## config.mk

```make
export PLATFORM = sky130hd
export DESIGN_NAME = dual_motor_ramp_boost_pwm_core
export DESIGN_NICKNAME = d
export VERILOG_FILES = /design/src/sv/dmrb_pkg.sv /design/src/sv/dmrb_level.sv /design/src/sv/dual_motor_ramp_boost_pwm_core.sv
export SDC_FILE = /design/constraint.sdc
export NUM_CORES = 2
export LEC_CHECK = 0
export BUFFER_PORTS_ARGS = -buffer_cell sky130_fd_sc_hd__buf_2
export CORE_AREA = 3 3 245 307
export DETAILED_ROUTE_END_ITERATION = 16
export DIE_AREA = 0 0 248 310
export PLACE_DENSITY = 0.71
export SKIP_LAST_GASP = 1
export SLEW_MARGIN = 20
export SYNTH_ARGS = -nofsm -noshare
export SYNTH_HDL_FRONTEND = slang
export SYNTH_HIERARCHICAL = 1
export SYNTH_SLANG_ARGS = --single-unit
export TNS_END_PERCENT = 50
```

## constraint.sdc

```tcl
create_clock -name clk -period 21.4 [get_ports clk]
set_clock_uncertainty 0.1 [all_clocks]
set_input_delay 0 -clock clk [delete_from_list [all_inputs] [get_ports clk]]
set_output_delay 0 -clock clk [all_outputs]
set_load 0.01 [all_outputs]
```

## src/sv/dmrb_pkg.sv

```systemverilog
// ----------------------------------------------------------------------------
// dmrb_pkg
// Shared types and constants for the dual motor ramp and boost PWM core.
// ----------------------------------------------------------------------------
`timescale 1ns / 1ps
`default_nettype none

package dmrb_pkg;

    // request codes
    localparam logic [1:0] MODE_SET  = 2'd0;
    localparam logic [1:0] MODE_TICK = 2'd1;
    localparam logic [1:0] MODE_STOP = 2'd2;

    // configuration register indexes
    localparam logic [2:0] REG_RAMP_INTERVAL = 3'd0;
    localparam logic [2:0] REG_RAMP_STEP     = 3'd1;
    localparam logic [2:0] REG_BOOST_DUR     = 3'd2;
    localparam logic [2:0] REG_BOOST_SPEED   = 3'd3;
    localparam logic [2:0] REG_PWM_MAX       = 3'd4;
    localparam logic [2:0] REG_MIN_ROT       = 3'd5;
    localparam logic [2:0] REG_MIN_DRV       = 3'd6;

    // full scale speed in percent
    localparam logic [6:0]        SPEED_FULL     = 7'd100;
    localparam logic signed [7:0] SPEED_POS_FULL = 8'sd100;
    localparam logic signed [7:0] SPEED_NEG_FULL = -8'sd100;

    // divide by 100 for products below 2**23: multiply by ceil(2**30 / 100)
    localparam logic [23:0] DIV100_RECIP = 24'd10737419;
    localparam int          DIV100_SHIFT = 30;

    typedef struct packed {
        logic load_mul;
        logic load_div;
    } pipe_en_t;

endpackage

`default_nettype wire

```

## src/sv/dmrb_level.sv

```systemverilog
// ----------------------------------------------------------------------------
// dmrb_level
// Two-stage PWM level path for one motor: deadband and scale, then divide
// by 100 and route to the forward or reverse pin.
// ----------------------------------------------------------------------------
`timescale 1ns / 1ps
`default_nettype none

module dmrb_level (
    input  wire                   clk,
    input  wire dmrb_pkg::pipe_en_t en,
    input  wire logic signed [7:0] speed,
    input  wire logic [6:0]        deadband_min,
    input  wire logic [15:0]       pwm_max,
    output logic [15:0]            fwd_level,
    output logic [15:0]            rev_level
);

    logic [6:0]  mag;
    logic [6:0]  min_cap;
    logic [6:0]  eff;
    logic [22:0] prod_next;
    logic [22:0] prod_reg;
    logic        neg_reg;
    logic [46:0] quot_full;
    logic [15:0] lvl;
    logic [15:0] fwd_reg;
    logic [15:0] rev_reg;

    always_comb
    begin
        mag     = speed[7] ? 7'(-speed) : speed[6:0];
        min_cap = (deadband_min > dmrb_pkg::SPEED_FULL) ? dmrb_pkg::SPEED_FULL
                                                        : deadband_min;
        if (mag == 7'd0)
        begin
            eff = 7'd0;
        end
        else
        begin
            eff = (mag < min_cap) ? min_cap : mag;
        end
        prod_next = 23'(eff) * 23'(pwm_max);
    end

    always_ff @(posedge clk)
    begin
        if (en.load_mul)
        begin
            prod_reg <= prod_next;
            neg_reg  <= speed[7];
        end
    end

    always_comb
    begin
        quot_full = 47'(prod_reg) * 47'(dmrb_pkg::DIV100_RECIP);
        lvl       = quot_full[dmrb_pkg::DIV100_SHIFT +: 16];
    end

    always_ff @(posedge clk)
    begin
        if (en.load_div)
        begin
            fwd_reg <= neg_reg ? 16'd0 : lvl;
            rev_reg <= neg_reg ? lvl : 16'd0;
        end
    end

    assign fwd_level = fwd_reg;
    assign rev_level = rev_reg;

endmodule

`default_nettype wire

```

## src/sv/dual_motor_ramp_boost_pwm_core.sv

```systemverilog
// ----------------------------------------------------------------------------
// dual_motor_ramp_boost_pwm_core
// Rotation and drive H-bridge controller with speed ramp, drive boost and
// deadband-limited PWM levels.
//
// Requests enter on item_valid/item_ready: mode (set speed, 1 ms tick, stop
// all), motor_select and a signed speed. Every request yields one result on
// result_valid/result_ready: four PWM levels, both applied speeds and the
// boost flag, all taken after that request's update.
// Registers are written on cfg_valid/cfg_ready (always ready) by index;
// write only while no request is in flight.
// The path is four register stages: input register, motor state, scale
// multiply, divide-by-100 multiply into the result register. One request is
// taken per cycle while the result register is not stalled.
// The two multiplier stages per motor set the stage count.
// When the receiver stalls, the result register holds and the stages behind
// it fill; item_ready drops only once all four stages hold requests.
// Reset clears all motor state, counters and valid flags and loads the
// register defaults.
// ----------------------------------------------------------------------------
`timescale 1ns / 1ps
`default_nettype none

module dual_motor_ramp_boost_pwm_core (
    input  wire                    clk,
    input  wire                    rst_n,
    input  wire                    item_valid,
    output logic                   item_ready,
    input  wire logic [1:0]        mode,
    input  wire logic              motor_select,
    input  wire logic signed [7:0] speed,
    input  wire                    cfg_valid,
    output logic                   cfg_ready,
    input  wire logic [2:0]        cfg_index,
    input  wire logic [15:0]       cfg_data,
    output logic                   result_valid,
    input  wire                    result_ready,
    output logic [15:0]            rot_fwd_level,
    output logic [15:0]            rot_rev_level,
    output logic [15:0]            drv_fwd_level,
    output logic [15:0]            drv_rev_level,
    output logic signed [7:0]      rot_speed_now,
    output logic signed [7:0]      drv_speed_now,
    output logic                   boosting
);

    // configuration
    logic [15:0] ramp_interval_reg;
    logic [7:0]  ramp_step_reg;
    logic [15:0] boost_dur_reg;
    logic [6:0]  boost_speed_reg;
    logic [15:0] pwm_max_reg;
    logic [6:0]  min_rot_reg;
    logic [6:0]  min_drv_reg;

    // stage valids and handshake
    logic s1_valid_reg;
    logic s2_valid_reg;
    logic s3_valid_reg;
    logic s4_valid_reg;
    logic rdy4;
    logic rdy3;
    logic rdy2;
    logic rdy1;
    dmrb_pkg::pipe_en_t rot_en;
    dmrb_pkg::pipe_en_t drv_en;

    // input register
    logic [1:0]        mode_reg;
    logic              sel_reg;
    logic signed [7:0] speed_reg;

    // motor state
    logic signed [7:0] rot_target_reg;
    logic signed [7:0] rot_target_next;
    logic signed [7:0] drv_target_reg;
    logic signed [7:0] drv_target_next;
    logic signed [7:0] rot_current_reg;
    logic signed [7:0] rot_current_next;
    logic signed [7:0] drv_current_reg;
    logic signed [7:0] drv_current_next;
    logic              boost_on_reg;
    logic              boost_on_next;
    logic [15:0]       interval_count_reg;
    logic [15:0]       interval_count_next;
    logic [15:0]       boost_elapsed_reg;
    logic [15:0]       boost_elapsed_next;

    // stage 3 and 4 carried fields
    logic signed [7:0] rot_s3_reg;
    logic signed [7:0] drv_s3_reg;
    logic              boost_s3_reg;
    logic signed [7:0] rot_s4_reg;
    logic signed [7:0] drv_s4_reg;
    logic              boost_s4_reg;

    // update datapath
    logic signed [7:0] spd_clamp;
    logic [15:0]       count_inc;
    logic signed [8:0] diff;
    logic [8:0]        abs_diff;
    logic signed [8:0] step9;
    logic signed [8:0] rot_step_up;
    logic signed [8:0] rot_step_dn;
    logic [6:0]        boost_cap;
    logic signed [7:0] boost_pos;
    logic              load_state;

    // handshake chain
    assign rdy4       = !s4_valid_reg || result_ready;
    assign rdy3       = !s3_valid_reg || rdy4;
    assign rdy2       = !s2_valid_reg || rdy3;
    assign rdy1       = !s1_valid_reg || rdy2;
    assign item_ready = rdy1;
    assign load_state = s1_valid_reg && rdy2;

    assign rot_en.load_mul = s2_valid_reg && rdy3;
    assign rot_en.load_div = s3_valid_reg && rdy4;
    assign drv_en          = rot_en;

    always_ff @(posedge clk or negedge rst_n)
    begin
        if (!rst_n)
        begin
            s1_valid_reg <= 1'b0;
            s2_valid_reg <= 1'b0;
            s3_valid_reg <= 1'b0;
            s4_valid_reg <= 1'b0;
        end
        else
        begin
            if (rdy1)
            begin
                s1_valid_reg <= item_valid;
            end
            if (rdy2)
            begin
                s2_valid_reg <= s1_valid_reg;
            end
            if (rdy3)
            begin
                s3_valid_reg <= s2_valid_reg;
            end
            if (rdy4)
            begin
                s4_valid_reg <= s3_valid_reg;
            end
        end
    end

    // configuration writes
    assign cfg_ready = 1'b1;

    always_ff @(posedge clk or negedge rst_n)
    begin
        if (!rst_n)
        begin
            ramp_interval_reg <= 16'd20;
            ramp_step_reg     <= 8'd5;
            boost_dur_reg     <= 16'd200;
            boost_speed_reg   <= 7'd100;
            pwm_max_reg       <= 16'd1000;
            min_rot_reg       <= 7'd20;
            min_drv_reg       <= 7'd65;
        end
        else if (cfg_valid && cfg_ready)
        begin
            unique case (cfg_index)
                dmrb_pkg::REG_RAMP_INTERVAL: ramp_interval_reg <= cfg_data;
                dmrb_pkg::REG_RAMP_STEP:     ramp_step_reg     <= cfg_data[7:0];
                dmrb_pkg::REG_BOOST_DUR:     boost_dur_reg     <= cfg_data;
                dmrb_pkg::REG_BOOST_SPEED:   boost_speed_reg   <= cfg_data[6:0];
                dmrb_pkg::REG_PWM_MAX:       pwm_max_reg       <= cfg_data;
                dmrb_pkg::REG_MIN_ROT:       min_rot_reg       <= cfg_data[6:0];
                dmrb_pkg::REG_MIN_DRV:       min_drv_reg       <= cfg_data[6:0];
                default:
                begin
                end
            endcase
        end
    end

    // input register
    always_ff @(posedge clk)
    begin
        if (item_valid && rdy1)
        begin
            mode_reg  <= mode;
            sel_reg   <= motor_select;
            speed_reg <= speed;
        end
    end

    // motor state update
    always_comb
    begin
        rot_target_next     = rot_target_reg;
        drv_target_next     = drv_target_reg;
        rot_current_next    = rot_current_reg;
        drv_current_next    = drv_current_reg;
        boost_on_next       = boost_on_reg;
        interval_count_next = interval_count_reg;
        boost_elapsed_next  = boost_elapsed_reg;

        if (speed_reg < dmrb_pkg::SPEED_NEG_FULL)
        begin
            spd_clamp = dmrb_pkg::SPEED_NEG_FULL;
        end
        else if (speed_reg > dmrb_pkg::SPEED_POS_FULL)
        begin
            spd_clamp = dmrb_pkg::SPEED_POS_FULL;
        end
        else
        begin
            spd_clamp = speed_reg;
        end

        count_inc   = interval_count_reg + 16'd1;
        diff        = 9'(rot_current_reg) - 9'(rot_target_reg);
        abs_diff    = diff[8] ? 9'(-diff) : 9'(diff);
        step9       = $signed({1'b0, ramp_step_reg});
        rot_step_up = 9'(rot_current_reg) + step9;
        rot_step_dn = 9'(rot_current_reg) - step9;
        boost_cap   = (boost_speed_reg > dmrb_pkg::SPEED_FULL) ? dmrb_pkg::SPEED_FULL
                                                               : boost_speed_reg;
        boost_pos   = $signed({1'b0, boost_cap});

        unique case (mode_reg)
            dmrb_pkg::MODE_SET:
            begin
                if (!sel_reg)
                begin
                    rot_target_next = spd_clamp;
                    if (spd_clamp != 8'sd0 && drv_current_reg != 8'sd0)
                    begin
                        drv_target_next  = 8'sd0;
                        drv_current_next = 8'sd0;
                    end
                end
                else
                begin
                    drv_target_next = spd_clamp;
                    if (spd_clamp != 8'sd0 && rot_current_reg != 8'sd0)
                    begin
                        rot_target_next  = 8'sd0;
                        rot_current_next = 8'sd0;
                    end
                    if (drv_current_reg == 8'sd0 && spd_clamp != 8'sd0)
                    begin
                        boost_on_next      = 1'b1;
                        boost_elapsed_next = 16'd0;
                    end
                end
            end
            dmrb_pkg::MODE_TICK:
            begin
                if (boost_elapsed_reg != 16'hFFFF)
                begin
                    boost_elapsed_next = boost_elapsed_reg + 16'd1;
                end
                interval_count_next = count_inc;
                if (count_inc >= ramp_interval_reg)
                begin
                    interval_count_next = 16'd0;
                    // rotation ramp
                    if (abs_diff <= {1'b0, ramp_step_reg})
                    begin
                        rot_current_next = rot_target_reg;
                    end
                    else if (rot_current_reg < rot_target_reg)
                    begin
                        rot_current_next = rot_step_up[7:0];
                    end
                    else
                    begin
                        rot_current_next = rot_step_dn[7:0];
                    end
                    // drive boost or jump
                    if (boost_on_reg)
                    begin
                        if (boost_elapsed_next >= boost_dur_reg)
                        begin
                            boost_on_next    = 1'b0;
                            drv_current_next = drv_target_reg;
                        end
                        else
                        begin
                            drv_current_next = drv_target_reg[7] ? 8'(-boost_pos) : boost_pos;
                        end
                    end
                    else
                    begin
                        drv_current_next = drv_target_reg;
                    end
                end
            end
            dmrb_pkg::MODE_STOP:
            begin
                rot_target_next  = 8'sd0;
                drv_target_next  = 8'sd0;
                rot_current_next = 8'sd0;
                drv_current_next = 8'sd0;
                boost_on_next    = 1'b0;
            end
            default:
            begin
            end
        endcase
    end

    always_ff @(posedge clk or negedge rst_n)
    begin
        if (!rst_n)
        begin
            rot_target_reg     <= 8'sd0;
            drv_target_reg     <= 8'sd0;
            rot_current_reg    <= 8'sd0;
            drv_current_reg    <= 8'sd0;
            boost_on_reg       <= 1'b0;
            interval_count_reg <= 16'd0;
            boost_elapsed_reg  <= 16'd0;
        end
        else if (load_state)
        begin
            rot_target_reg     <= rot_target_next;
            drv_target_reg     <= drv_target_next;
            rot_current_reg    <= rot_current_next;
            drv_current_reg    <= drv_current_next;
            boost_on_reg       <= boost_on_next;
            interval_count_reg <= interval_count_next;
            boost_elapsed_reg  <= boost_elapsed_next;
        end
    end

    // speeds and flag ride along the level path
    always_ff @(posedge clk)
    begin
        if (rot_en.load_mul)
        begin
            rot_s3_reg   <= rot_current_reg;
            drv_s3_reg   <= drv_current_reg;
            boost_s3_reg <= boost_on_reg;
        end
        if (rot_en.load_div)
        begin
            rot_s4_reg   <= rot_s3_reg;
            drv_s4_reg   <= drv_s3_reg;
            boost_s4_reg <= boost_s3_reg;
        end
    end

    dmrb_level u_rot_level (
        .clk          (clk),
        .en           (rot_en),
        .speed        (rot_current_reg),
        .deadband_min (min_rot_reg),
        .pwm_max      (pwm_max_reg),
        .fwd_level    (rot_fwd_level),
        .rev_level    (rot_rev_level)
    );

    dmrb_level u_drv_level (
        .clk          (clk),
        .en           (drv_en),
        .speed        (drv_current_reg),
        .deadband_min (min_drv_reg),
        .pwm_max      (pwm_max_reg),
        .fwd_level    (drv_fwd_level),
        .rev_level    (drv_rev_level)
    );

    assign result_valid  = s4_valid_reg;
    assign rot_speed_now = rot_s4_reg;
    assign drv_speed_now = drv_s4_reg;
    assign boosting      = boost_s4_reg;

endmodule

`default_nettype wire

```

==> results.txt <==
----------------------------------------------------
[Outcome]
  Outcome ... finished, final reports clean

[Die]
  Die Span X ... 248 um
  Initial core utilization ... 0.550
  Number of rows in the core area ... 110
  Core ar. ... between 70000 and 80000 um2
  I/O pin total ... 119
  Die Outline Area ... 76900 um2
  Die Span Y ... around 310 um

[Finish]
  Most common cell after layout, fill and taps aside ... inv_1
  Share of layout cells above drive strength 1 ... 0.0807
  Layout overhead on the synthesized area ... 8.41%
  Commonest cells after routing, fill and taps aside ... inv_1 (813), ha_1 (628), fa_1 (530)
  Nets ... 5243
  Antenna diode count ... 0

[Detailed routing]
  DRC violation count after routing ... 0
  Total length of routed wires ... 89.8 mm
  Router iterations before antenna repair ... 6
  Post-detailed-route count of antenna-violating nets ... 0
  Starting DRC count in detailed routing ... 1671
  Detail-routed net length per standard cell ... 17.9 um
  Via count of the routed design ... 27460
  Detailed-route vias per instance ... approximately 5.5

[Worst setup path]
  Required time at the endpoint of the critical path ... roughly 22 ns
  CP Data Arrival Time ... 7.84 ns
  Launching element type of the critical path ... flop
  Element type at the critical path end ... flop
  Setup CP Type ... flop to flop
  Crit-path max FO ... 16

[Timing]
  Final Critical Period ... between 7 and 8 ns
  Max-slew headroom at the worst pin ... 0.355
  Crit share post-route ... 0.356
  Post-route setup TNS ... 0 ns
  Finish-stage setup viols ... 0
  Worst-margin pin slew ... 0.968 ns
  Setup repair after global routing missed its margin ... false
  Final hold violation count ... 0
  Count of final max-slew check failures ... 0
  Max frequency ... about 0.13 GHz

[Clock tree]
  TritonCTS clock tree ... yes
  Post-CTS Setup Inserts ... 0
  Insertion delay to the later sink of the worst-skew pair ... 0.57 ns
  Clock sink count ... slightly above 300
  Hold-fix buffers at CTS ... 50
  TritonCTS Buffers ... 36
  Post-CTS sizing ... 0
  Number of buffers between clock root and the deepest sink ... 3
  Clock-pin transition on the worst setup and hold timing paths ... 0.06 ns
  Clock Root Buffer ... clkbuf_16
  H-Tree Depth ... 2

[Placed design]
  GPL Wtd Cong ... between 0.9 and 1
  Detailed-placement wirelength estimate ... 73.5 mm
  Number of buffers inserted by port buffering ... 117

[Yosys]
  Post-synthesis share of cell area spent on and, or, nand and nor gates ... 0.104
  Register bit count reported by yosys ... 303
  Post-Synth XOR/XNOR Area ... 0.0262
  Post-synthesis async set-or-reset flop share ... 0.482
  Net count after synthesis ... 5094
  Number of flops mapped to enable cells by yosys ... 157
  Syn Std Cell Area ... ~40000 um2
  Post-Syn Instances ... 3901
  Post-Synth Adder-Cell Area ... 0.464
  Post-synthesis average cell area ... 10.2 um2
  Count of yosys warnings during synthesis ... 6
  Proportion of synthesized area in mux cells ... 0.0192
  Unique masters post-synth ... 95
  Combinational family with the most area after synthesis ... adder cells
  Compound-Gate Fraction of Synth Area ... 0.0895
  Most common flop cell mapped by yosys ... edfxtp_1
  Post-synthesis sequential area ratio ... 0.211

[Global route]
  Initial antenna violation count ... 0
  Vias in the first global route ... 28588
  Global-route wire length before repair ... ~150 mm
  Pin count of the biggest net entering global routing ... 82
  Residual overflow from global routing ... 0
  Overall routing resource usage ... 0.241

[Hold path]
  Type of the tightest min-delay check ... input pin to flop

[Job]
  Max-cap violation count ... 0

----------------------------------------------------
[critical path, stage by stage (launching register included)]
cell,delay (ns)
dfrtp_1,0.47
inv_1,0.07
ha_1,0.30
nand2_1,0.05
o21ai_0,0.15
ha_1,0.32
o31a_1,0.10
o21a_1,0.17
o21ai_1,0.15
a21oi_2,0.13
or4_1,0.42
nand3_1,0.52
nand3_1,0.22
fa_1,0.52
fa_1,0.54
inv_1,0.05
fa_1,0.52
inv_1,0.05
fa_1,0.53
inv_1,0.04
ha_1,0.35
a2111oi_2,0.40
o31ai_1,0.21
o41ai_2,0.40
o21ai_1,0.21
a221oi_2,0.27
xnor2_1,0.08
[cells by family (layout without fill, tap and decap cells)]
logic type	Yosys count	in the layout
AO/OA/AOI/OAI	543	543
XOR/XNOR	119	119
adder cells (fa/ha/maj)	1158	1158
buffers and inverters	887	1063
flip-flops	303	303
multiplexers	66	66
other	1	1
AND/OR/NAND/NOR	824	824
[metal layers]
| layer | wire (um) | up-vias | share of wire | global-route usage |
|---|---|---|---|---|
| met3 | 3990 | 164 | 0.044 | 0.0253 |
| li1 | - | 13127 | - | - |
| met1 | 38500 | 13491 | 0.43 | 0.316 |
| met2 | 44200 | 678 | 0.49 | 0.420 |
| met4 | 3120 | 0 | 0.035 | 0.0773 |
| met5 | 0 | - | 0 | 0 |
[worst paths after layout]
check	cells after the start	start	slack, ns	end
worst max-delay path	26	drv_current_reg[0]	13.78	u_drv_level/prod_reg[21]
worst min-delay path	2	speed[1]	0.04	speed_reg[1]
worst max register to register	26	drv_current_reg[0]	13.78	u_drv_level/prod_reg[21]
worst min register to register	0	rot_s3_reg[4]	0.31	rot_speed_now[4]
max in group asynchronous	5	rst_n	19.92	min_rot_reg[2]
min in group asynchronous	3	rst_n	0.44	ramp_step_reg[2]
[final cells by class]
class | instances | area (um2)
fill | 6069 | 29100
multi-input combinational | 2711 | 28000
sequential | 303 | 8390
inverter | 814 | 3060
timing repair buffer | 184 | 1250
tap | 952 | 1190
clock buffer | 44 | 962
clock inverter | 21 | 259
[cells in the mapped netlist (18+ instances only)]
cell type	instances	share of area
nand4_1	23	0.0036
nor2b_1	46	0.0072
o211ai_1	18	0.0034
fa_1	530	0.27
a21o_1	64	0.012
nor2_1	179	0.017
nand3_1	88	0.011
and3_1	57	0.0090
inv_1	813	0.077
nor3_1	54	0.0068
a21oi_1	131	0.016
xnor2_1	81	0.018
nand2b_1	23	0.0036
xor2_1	38	0.0084
clkbuf_1	54	0.0051
mux2_2	48	0.014
dfstp_2	20	0.013
o21ai_0	142	0.018
edfxtp_1	157	0.12
nand2_1	204	0.019
o21a_1	26	0.0049
and2_1	51	0.0080
ha_1	628	0.20
dfrtp_1	126	0.079
[per-stage QoR]
stage | util | hold slack, ns | std cells | setup WS, ns | instance area (um2)
after global routing | 0.597 | 0.0328 | 5029 | 13.28 | 43100
final | 0.597 | 0.0426 | 5029 | 13.78 | 43100
after global placement | 0.572 | -0.0715 | 4913 | 13.90 | 41400
after CTS | 0.596 | 0.0191 | 5028 | 13.83 | 43100
after floorplan | - | -0.396 | 3901 | 14.50 | 39800
after detailed placement | 0.572 | -0.0645 | 4913 | 13.86 | 41400
Power is left out: the tool's default activity adds up to more than one toggle a clock period on the data nets, which glitch-free logic cannot reach.
